[config.mk]
export PLATFORM = sky130hd
export DESIGN_NAME = nsep_ctrl
export DESIGN_NICKNAME = d
export VERILOG_FILES = /design/src/rtl/nsep_pkg.sv /design/src/rtl/nsep_ctrl.sv
export SDC_FILE = /design/constraint.sdc
export NUM_CORES = 1
export LEC_CHECK = 0
export BUFFER_PORTS_ARGS = -buffer_cell sky130_fd_sc_hd__buf_2
export CAP_MARGIN = 20
export CELL_PAD_IN_SITES_DETAIL_PLACEMENT = 0
export CELL_PAD_IN_SITES_GLOBAL_PLACEMENT = 1
export CORE_MARGIN = 2
export CORE_UTILIZATION = 29
export DETAILED_ROUTE_END_ITERATION = 6
export GPL_ROUTABILITY_DRIVEN = 0
export PLACE_DENSITY = 0.71
export SLEW_MARGIN = 20
export SYNTH_ARGS = -nofsm -noshare
export SYNTH_HDL_FRONTEND = slang
export SYNTH_SLANG_ARGS = --single-unit
export TNS_END_PERCENT = 1
[constraint.sdc]
create_clock -name clock -period 1.7 [get_ports clock]
set_input_delay 0.34 -clock clock [delete_from_list [all_inputs] [get_ports clock]]
set_output_delay 0.34 -clock clock [all_outputs]
set_load 0.03 [all_outputs]
[src/rtl/nsep_pkg.sv]
// ----------------------------------------------------------------------------
// nsep_pkg
// Shared types and constants for the nearest segment endpoint search.
// ----------------------------------------------------------------------------
package nsep_pkg;

   localparam int MAX_SEGMENTS_DEF = 1024;

   localparam logic [1:0] ACT_CLEAR  = 2'd0;
   localparam logic [1:0] ACT_ADD    = 2'd1;
   localparam logic [1:0] ACT_QUERY  = 2'd2;
   localparam logic [1:0] ACT_UNUSED = 2'd3;

   typedef enum logic [1:0] {
      RSP_FULL,
      RSP_EMPTY,
      RSP_QUERY
   } rsp_kind_type;

   typedef struct packed {
      logic [1:0]         action;
      logic [15:0]        seg_id;
      logic signed [15:0] seg_ax;
      logic signed [15:0] seg_ay;
      logic signed [15:0] seg_bx;
      logic signed [15:0] seg_by;
      logic signed [15:0] span_x;
      logic signed [15:0] span_top_y;
      logic signed [15:0] span_bottom_y;
   } req_type;

   typedef struct packed {
      logic        found;
      logic [15:0] top_nearest_id;
      logic [16:0] top_distance;
      logic [15:0] bottom_nearest_id;
      logic [16:0] bottom_distance;
      logic        table_full;
   } rsp_type;

   typedef struct packed {
      logic         clear;
      logic         write;
      logic         capture;
      logic         scan_init;
      logic         issue;
      logic         pass2;
      logic         sq_start;
      logic         sq_sel;
      logic         rsp_load;
      rsp_kind_type rsp_kind;
   } cmd_type;

   typedef struct packed {
      logic full;
      logic empty;
      logic issue_done;
      logic pipe_empty;
      logic sq_done;
   } sts_type;

endpackage

[src/rtl/nsep_ctrl.sv]
// ----------------------------------------------------------------------------
// nsep_ctrl
// Sequencer: decodes words, runs the two table passes and the square roots.
// ----------------------------------------------------------------------------
module nsep_ctrl (
   input  logic              clock,
   input  logic              reset,
   input  logic              start,
   input  logic [1:0]        action,
   input  nsep_pkg::sts_type sts,
   output nsep_pkg::cmd_type cmd,
   output logic              busy,
   output logic              rsp_valid
);

   typedef enum logic [2:0] {
      ST_IDLE, ST_SCAN1, ST_DRAIN1, ST_SQT, ST_SQB, ST_SCAN2, ST_DRAIN2, ST_RESP
   } state_type;

   state_type              state_ff;
   logic                   busy_ff;
   logic                   rsp_valid_ff;
   nsep_pkg::rsp_kind_type kind_ff;
   logic                   accept;

   assign accept    = start && !busy_ff;
   assign busy      = busy_ff;
   assign rsp_valid = rsp_valid_ff;

   always_comb begin
      cmd = '0;
      cmd.rsp_kind = kind_ff;
      unique case (state_ff)
         ST_IDLE: begin
            if (accept) begin
               cmd.clear     = (action == nsep_pkg::ACT_CLEAR);
               cmd.write     = (action == nsep_pkg::ACT_ADD) && !sts.full;
               cmd.capture   = (action == nsep_pkg::ACT_QUERY);
               cmd.scan_init = (action == nsep_pkg::ACT_QUERY) && !sts.empty;
            end
         end
         ST_SCAN1:  cmd.issue = !sts.issue_done;
         ST_DRAIN1: cmd.sq_start = sts.pipe_empty;
         ST_SQT: begin
            cmd.sq_start = sts.sq_done;
            cmd.sq_sel   = 1'b1;
         end
         ST_SQB: cmd.scan_init = sts.sq_done;
         ST_SCAN2: begin
            cmd.issue = !sts.issue_done;
            cmd.pass2 = 1'b1;
         end
         ST_DRAIN2: cmd.pass2 = 1'b1;
         ST_RESP:   cmd.rsp_load = 1'b1;
         default:   cmd = '0;
      endcase
   end

   always_ff @(posedge clock) begin
      if (reset) begin
         state_ff     <= ST_IDLE;
         busy_ff      <= 1'b0;
         rsp_valid_ff <= 1'b0;
         kind_ff      <= nsep_pkg::RSP_QUERY;
      end else begin
         rsp_valid_ff <= (state_ff == ST_RESP);
         unique case (state_ff)
            ST_IDLE: begin
               if (accept) begin
                  if (action == nsep_pkg::ACT_ADD && sts.full) begin
                     kind_ff  <= nsep_pkg::RSP_FULL;
                     state_ff <= ST_RESP;
                     busy_ff  <= 1'b1;
                  end else if (action == nsep_pkg::ACT_QUERY) begin
                     busy_ff <= 1'b1;
                     if (sts.empty) begin
                        kind_ff  <= nsep_pkg::RSP_EMPTY;
                        state_ff <= ST_RESP;
                     end else begin
                        kind_ff  <= nsep_pkg::RSP_QUERY;
                        state_ff <= ST_SCAN1;
                     end
                  end
               end
            end
            ST_SCAN1:  if (sts.issue_done) state_ff <= ST_DRAIN1;
            ST_DRAIN1: if (sts.pipe_empty) state_ff <= ST_SQT;
            ST_SQT:    if (sts.sq_done) state_ff <= ST_SQB;
            ST_SQB:    if (sts.sq_done) state_ff <= ST_SCAN2;
            ST_SCAN2:  if (sts.issue_done) state_ff <= ST_DRAIN2;
            ST_DRAIN2: if (sts.pipe_empty) state_ff <= ST_RESP;
            ST_RESP: begin
               busy_ff  <= 1'b0;
               state_ff <= ST_IDLE;
            end
            default: state_ff <= ST_IDLE;
         endcase
      end
   end

endmodule

==> impl_metrics.ini, run 1 <==
[clock_tree]
path_clk_slew_ns = 0.06
h-tree-depth = 1
root_buffer = clkbuf_4
tritoncts = yes
holdBufCountCts = 0
worstSkewPairLatency_ns = 0.25
cts_buffers = 3
cts.sinks = 7
clockBufferDepth = 2

[pwr]
p_per_area_nw_per_um2 = 1350
peakVddDrop_v = 0.000583
leakagePower_uw = 0.000380

[cells_and_area]
layout_common_cells = 19 x buf_2, 15 x buf_4, 8 x a21oi_1, 7 x nand2_1
final_area_um2 = 810
area.growth.synth_to_final_pct = 71.2
drive_above_1_share_pct = 52.0
fillers = 154
regArea_um2 = 144
stdcell_count = 116
final_common_cell = buf_2
layout.nets = 111
fin_util_pct = 53.1
multiInputGateArea_um2 = 377
diodes = 0

[timing]
layout_min_cycle_time_ns = 1.97
maxSlewViolCount = 0
slew-limit-headroom_pct = 79.7
fin_hold_ws_ns = 0.331
rsz0062_at_grt = true
setup_ws_ns = -0.265
fmax_mhz = 509
worstMarginPinSlew_ns = 0.304
skew_ns = 0.00970
setup_viol = 2
fin_crit_sh_pct = 116
finalHoldViolations = 0

[setup_path]
critPathKind = flop to primary output
crit_fanout = 2
critPathRequiredTime_ns = 1.36
crit_path_max_incr_delay_ns = 0.38
end_kind = primary output
crit_slowest_cell = or3_4
crit_start = state_ff[2]
r2r_cells = 5
crit_chain = nor3_4 > nand2b_4 > or3_4 > a211oi_4 > buf_6
cp.arrival_ns = 1.63
r2r_start = state_ff[2]
cp-start-kind = flop

[synthesis]
async_flop_share_pct = 0
syn_area_per_cell_um2 = 7.51
synthesis.instances = 63
ys_types = 27
ys_ff_latch = 7
yosysWarnings = 0
synth_edf_count = 0
synth-main-ff-cell = dfxtp_1
seq_area_frac_synth_pct = 29.6
synth_area_um2 = 473
syn-num-nets = 73

[grt]
grt_usage_pct = 15.3
grt_pass1_wl_um = 2220
grt_use_met3_pct = 2.45
grtUsageMet1_pct = 19.5
antenna_found_initial = 0
grt_max_degree = 17
use_met2_pct = 26.8
gr-total-overflow = 0
grt-busiest-layer = met2
grt_pass1_vias = 544

[min_path]
min_from = reset
min_path_cells = 2
hold_path.class = input port to flop

[floorplanning]
io_pins = 23
dieHeight_um = 44.4
rows = 14
die-area_um2 = 1970
start_util_pct = 31.0
die_w_um = 44.4
coreArea_um2 = 1520

[placed_design]
io_buffers = 22
hpwl_um = 1030
placed_area_um2 = 722
placed_cells = 110

[run]
drv_cap = 0

[outcome]
failed_checks = negative setup slack
status = finished with violations

[drt]
drtPass1Iterations = 4
drt-initial-drc-count = 9
postRouteAntennaNets = 0
vias = 590
vias_per_cell = 5.09
drc = 0
wire_per_inst_um = 11.6
wirelength_um = 1350
## final timing paths
check	endpoint	slack (ns)
max	cmd[7]	-0.27
min	state_ff[2]	0.33
max reg2reg	kind_ff[0]	0.02
min reg2reg	kind_ff[0]	0.47
## layer usage
layer / share of wire, % / up-vias / wire (µm)
met5: 0 / - / 0
met4: 0 / 0 / 0
met3: 5.9 / 0 / 79
met2: 49 / 21 / 654
met1: 46 / 265 / 613
li1: - / 304 / -
## cell type report
type                       instances  area share [%]
inverter                           3            1.39
timing repair buffer              36            28.4
sequential                         7            17.8
clock buffer                       3            2.78
clock inverter                     1           0.618
tap                               16            2.47
multi-input combinational         50            46.5
## flip-flops by register name (all words and copies together) (netlist names)
register	flops
rsp_valid	1
state_ff	3
kind_ff	2
busy	1
## worst max-delay path, delay by kind of cell (launching register included)
family,cells,cell delay (ns)
DFF,1,0.33
and+or+nand+nor,3,0.67
AOI/OAI and AO/OA,1,0.21
buffers and inverters,1,0.16
## kinds of logic after synthesis
kind of cell	count (synthesis)	share of synthesized area (%)
AO/OA/AOI/OAI	18	25.1
XOR/XNOR	1	1.85
buffers and inverters	6	5.29
flip-flops	7	29.6
multiplexers	1	2.12
AND/OR/NAND/NOR	30	36.0
## synth_stat cells (all sizes together) (2+ instances only)
| library cell | number | area, µm² |
|---|---|---|
| a211oi | 2 | 15.0 |
| a21oi | 8 | 40.0 |
| and2 | 2 | 12.5 |
| buf | 2 | 10.0 |
| dfxtp | 7 | 140 |
| inv | 3 | 11.3 |
| nand2 | 7 | 26.3 |
| nand2b | 3 | 18.8 |
| nand3b | 2 | 15.0 |
| nor2 | 4 | 15.0 |
| nor3 | 3 | 15.0 |
| nor3b | 2 | 15.0 |
| o211ai | 3 | 22.5 |
| or3 | 2 | 12.5 |
## report_power, final
part / internal, µW / switching, µW
clock network: 86.0 / 64.0
logic: 336 / 371
registers: 207 / 31.7
total: 629 / 467
## through the flow
step | power (µW) | setup WS, ns | setup TNS (ns)
after CTS | 1060 | -0.274 | -0.331
after detailed placement | 845 | -0.128 | -0.128
final | 1100 | -0.265 | -0.331
after global placement | 845 | -0.100 | -0.100
after floorplan | 654 | -0.132 | -0.132
after global routing | 1170 | -0.320 | -0.603
## what timing repair did
action                     in CTS  in global routing
pin swaps                       2                  1
cloned                          0                  0
gates resized for setup         7                  5
setup endpoints to repair       4                  7
buffers inserted                1                  1
No activity file was read; power rests on OpenSTA's default activity.
==> run 2, diff against run 1 <==
--- a/config.mk
+++ b/config.mk
@@ -9,7 +9,7 @@
 export CAP_MARGIN = 20
 export CELL_PAD_IN_SITES_DETAIL_PLACEMENT = 0
 export CELL_PAD_IN_SITES_GLOBAL_PLACEMENT = 1
-export CORE_MARGIN = 2
+export CORE_MARGIN = 4
 export CORE_UTILIZATION = 29
 export DETAILED_ROUTE_END_ITERATION = 6
 export GPL_ROUTABILITY_DRIVEN = 0
==> run 2 against run 1 <==
Compared with the run above: the run still ends with negative setup slack left; clock skew down 0.0094 ns; wire length up 4.2%; clock power about the same; combinational power down 3.4%; count of clock-buffer cells in the layout up 1; hold slack better by 0.0030 ns; maximum frequency down 0.48%; final cell count down 1.7%; first-iteration DRC count up 100%; global-route usage down 3.3 points; register-to-register slack about the same; sequential power about the same; critical path type unchanged; largest cell class unchanged; largest power group unchanged.
==> impl_metrics.ini, run 2 (same netlist as run 1, synthesis figures left out) <==
[outcome]
status = finished with violations
failed_checks = negative setup slack

[timing]
worstMarginPinSlew_ns = 0.283
setup_viol = 2
fin_setup_tns_ns = -0.334
maxSlewViolCount = 0
rsz0062_at_grt = true
setup_ws_ns = -0.275
fin_crit_sh_pct = 116
skew_ns = 0.000349
slew-limit-headroom_pct = 81.0
fmax_mhz = 506
layout_min_cycle_time_ns = 1.97
finalHoldViolations = 0

[pwr]
peakVddDrop_v = 0.000519
power.share.sequential_pct = 22.4
p_switching_uw = 459
swShare_pct = 42.8
internal_power_uw = 613
leakagePower_uw = 0.000362
p_per_area_nw_per_um2 = 1350
clockPowerShare_pct = 14.0
pwr-share-comb_pct = 63.7

[drt]
dr.max_layer_used = met4
wire_per_inst_um = 12.3
dr_wl_met2_um = 714
drt-initial-drc-count = 18
wirelength_um = 1400
vias_per_cell = 5.11
drtPass1Iterations = 4
wl_met1_um = 614
vias = 583
met3_length_um = 65
postRouteAntennaNets = 0
drc = 0

[grt]
grt_max_degree = 17
antenna_found_initial = 0
grt_pass1_vias = 554
grt_usage_pct = 12.0
gr-total-overflow = 0
grt_pass1_wl_um = 2300

[floorplanning]
io_pins = 23
coreArea_um2 = 1520
die-area_um2 = 2340
dieHeight_um = 48.4
die_w_um = 48.4
start_util_pct = 31.0
rows = 14

[setup_path]
worstReg2RegEnd = kind_ff[0]
crit_fanout = 2
cp-start-kind = flop
critPathKind = flop to primary output
crit_chain = nor3_4 > nand2b_4 > or3_4 > a211oi_4 > buf_6
crit_path_max_incr_delay_ns = 0.39
r2r_start = state_ff[1]
r2r_cells = 5
regToRegSetupSlack_ns = 0.01
critPathRequiredTime_ns = 1.36
crit_start = state_ff[2]
end_kind = primary output
cp-endpoint = cmd[7]
crit_slowest_cell = or3_4
cp.arrival_ns = 1.63

[clock_tree]
path_clk_slew_ns = 0.05
h-tree-depth = 1
cts_buffers = 3
clockBufferDepth = 2
cts.sinks = 7
tritoncts = yes
worstSkewPairLatency_ns = 0.24
root_buffer = clkbuf_4
holdBufCountCts = 0

[placed_design]
hpwl_um = 1090
placed_cells = 109
io_buffers = 22
placed_area_um2 = 714

[cells_and_area]
drive_above_1_share_pct = 51.0
stdcell_count = 114
regArea_um2 = 144
top_register = state_ff
reg.largest.list = state_ff x3, kind_ff x2
layout_common_cells = 18 x buf_2, 13 x buf_4, 8 x a21oi_1, 7 x nand2_1, 4 x dfxtp_1
layout.nets = 109
largest_reg_flops = 3
area.growth.synth_to_final_pct = 67.7
multiInputGateArea_um2 = 370
fillers = 155
final_common_cell = buf_2
final_area_um2 = 793
diodes = 0

[run]
drv_cap = 0

[min_path]
min_path_cells = 2
hold_path.class = input port to flop
-- run 2: worst min-delay path by stage --
stage                        endpoint        from
after global placement     kind_ff[0]  kind_ff[0]
after CTS                 state_ff[0]       reset
after detailed placement   kind_ff[0]  kind_ff[0]
after global routing      state_ff[0]       reset
after floorplan                  busy       reset
final                     state_ff[0]       reset
-- run 2: cell type report --
cell class	count	share of cell area [%]
Multi-Input combinational cell	50	46.7
Tap cell	16	2.52
Inverter	3	1.42
Timing Repair Buffer	34	27.9
Sequential cell	7	18.1
Clock buffer	4	3.31
-- run 2: routing by layer --
layer | global-route usage (%) | vias to the layer above
met5 | 0 | -
met4 | 4.15 | 0
met3 | 2.15 | 2
met2 | 20.7 | 13
met1 | 14.6 | 269
li1 | - | 299
-- run 2: worst max-delay path, delay by kind of cell (launching register included) --
| kind | cells | cell delay, ns |
|---|---|---|
| AO/OA/AOI/OAI | 1 | 0.21 |
| buffers and inverters | 1 | 0.16 |
| flip-flops | 1 | 0.33 |
| AND/OR/NAND/NOR | 3 | 0.69 |
-- run 2: power groups by stage --
stage | Sequential (µW) | Combinational (µW) | Clock, µW
2_1_floorplan | 257 | 397 | 0
5_1_grt | 244 | 746 | 168
3_5_place_dp | 228 | 617 | 0
4_1_cts | 236 | 665 | 153
6_report | 240 | 683 | 150
3_3_place_gp | 227 | 618 | 0
-- run 2: stage by stage --
stage | util [%] | total power (µW) | hold slack (ns) | setup WS (ns)
final | 52.1 | 1070 | 0.334 | -0.275
after global routing | 52.1 | 1160 | 0.340 | -0.348
after CTS | 50.5 | 1050 | 0.332 | -0.276
after detailed placement | 46.9 | 845 | 0.451 | -0.150
after global placement | 46.9 | 845 | 0.441 | -0.102
after floorplan | - | 654 | 0.402 | -0.132
-- run 2: timing repair --
action                     in CTS  in global routing
pin swaps                       2                  1
setup endpoints to repair       5                  9
gates resized for setup         7                  8
buffers inserted                1                  0
==> run 3, diff against run 2 <==
--- a/config.mk
+++ b/config.mk
@@ -14,6 +14,7 @@
 export DETAILED_ROUTE_END_ITERATION = 6
 export GPL_ROUTABILITY_DRIVEN = 0
 export PLACE_DENSITY = 0.71
+export SKIP_LAST_GASP = 1
 export SLEW_MARGIN = 20
 export SYNTH_ARGS = -nofsm -noshare
 export SYNTH_HDL_FRONTEND = slang
==> run 3 against run 2 <==
Compared with the run above: the run still ends with negative setup slack left; largest power group unchanged; total power fell by 2.1%; utilization is 2.0 points lower; critical path type unchanged; design area is 3.8% lower; hold slack got worse by 0.00084 ns; register-to-register slack barely moved; largest cell class unchanged; final cell count unchanged.
==> impl_metrics.ini, run 3 (same netlist as run 1, synthesis figures left out) <==
[pwr]
internal_power_uw = 597
peakVddDrop_v = 0.000519
swShare_pct = 43.2
clockPowerShare_pct = 14.3
p_switching_uw = 453
leakagePower_uw = 0.000358
power.share.sequential_pct = 22.8
p_per_area_nw_per_um2 = 1380
pwr-share-comb_pct = 63.0

[timing]
setup_viol = 4
worstMarginPinSlew_ns = 0.284
skew_ns = 0.000351
finalHoldViolations = 0
layout_min_cycle_time_ns = 1.98
setup_ws_ns = -0.275
maxSlewViolCount = 0
fin_crit_sh_pct = 116
fin_setup_tns_ns = -0.363
fmax_mhz = 506
rsz0062_at_grt = true
fin_hold_ws_ns = 0.334
slew-limit-headroom_pct = 81.0

[drt]
postRouteAntennaNets = 0
vias_per_cell = 5.11
drc = 0
drt-initial-drc-count = 18
drtPass1Iterations = 4
vias = 582
wire_per_inst_um = 12.4
wirelength_um = 1410

[cells_and_area]
drive_above_1_share_pct = 48.0
top_register = state_ff
area.growth.synth_to_final_pct = 61.4
fin_util_pct = 50.1
layout.nets = 109
layout_common_cells = 21 x buf_2, 12 x buf_4, 8 x a21oi_1, 7 x nand2_1
largest_reg_flops = 3
stdcell_count = 114
final_common_cell = buf_2
reg.largest.list = state_ff x3, kind_ff x2
diodes = 0

[placed_design]
io_buffers = 22
place_ws_ns = -0.150
hpwl_um = 1090
placed_cells = 109

[setup_path]
critPathRequiredTime_ns = 1.36
cp.arrival_ns = 1.64
end_kind = primary output
crit_fanout = 2
cp-start-kind = flop
critPathKind = flop to primary output

[grt]
grt_pass1_vias = 554
grt_usage_pct = 12.0
antenna_found_initial = 0
grt_pass1_wl_um = 2300
gr-total-overflow = 0
grt_max_degree = 17

[clock_tree]
root_buffer = clkbuf_4
cts.sinks = 7
tritoncts = yes
worstSkewPairLatency_ns = 0.24
h-tree-depth = 1
clockBufferDepth = 2
cts_buffers = 3
path_clk_slew_ns = 0.05
holdBufCountCts = 0

[floorplanning]
io_pins = 23
rows = 14
die-area_um2 = 2340
start_util_pct = 31.0
coreArea_um2 = 1520
die_w_um = 48.4
dieHeight_um = 48.4

[outcome]
status = finished with violations
failed_checks = negative setup slack

[min_path]
hold_path.class = input port to flop

[run]
drv_cap = 0
-- run 3: cell counts in the layout (fill, tap and decap cells not counted) --
Identical to the previous run, type by type.
-- run 3: worst max-delay path: stages (launching register included) --
cell and delay, ns:
dfxtp_2 0.33, nor3_4 0.23, nand2b_4 0.07, or3_4 0.39
a211oi_4 0.21, buf_6 0.16
-- run 3: final timing paths --
check	from	endpoint	slack, ns	cells past startpoint
worst max-delay path	state_ff[2]	cmd[7]	-0.28	5
worst min-delay path	reset	state_ff[0]	0.33	2
worst max register to register	state_ff[1]	kind_ff[0]	0.01	5
worst min register to register	kind_ff[0]	kind_ff[0]	0.46	2
-- run 3: power groups by stage --
stage	logic, µW	registers [µW]	clock network, µW
after global placement	618	227	0
final	661	239	150
after CTS	661	236	153
after detailed placement	617	228	0
after global routing	723	242	168
after floorplan	397	257	0
-- run 3: layout make-up --
cell class                      instances  area, µm²
Clock buffer                            4       26.3
Tap cell                               16       20.0
Fill cell                             163        761
Timing Repair Buffer                   34        206
Multi-Input combinational cell         50        355
Inverter                                3       11.3
Sequential cell                         7        144
-- run 3: what timing repair did --
item	CTS	global route
cloned	0	0
resized for setup	4	1
buffers inserted	1	0
setup endpoints to repair	5	9
pin swaps	2	1
-- run 3: layer usage --
layer / part of all wire, % / global-route usage (%)
met5: 0 / 0
met4: 0.71 / 4.15
met3: 4.6 / 2.15
met2: 50 / 20.7
met1: 44 / 14.6
-- run 3: metrics by stage --
step | power [µW] | area [µm²]
after global placement | 845 | 714
final | 1050 | 763
after CTS | 1050 | 762
after detailed placement | 845 | 714
after global routing | 1130 | 763
after floorplan | 654 | 515
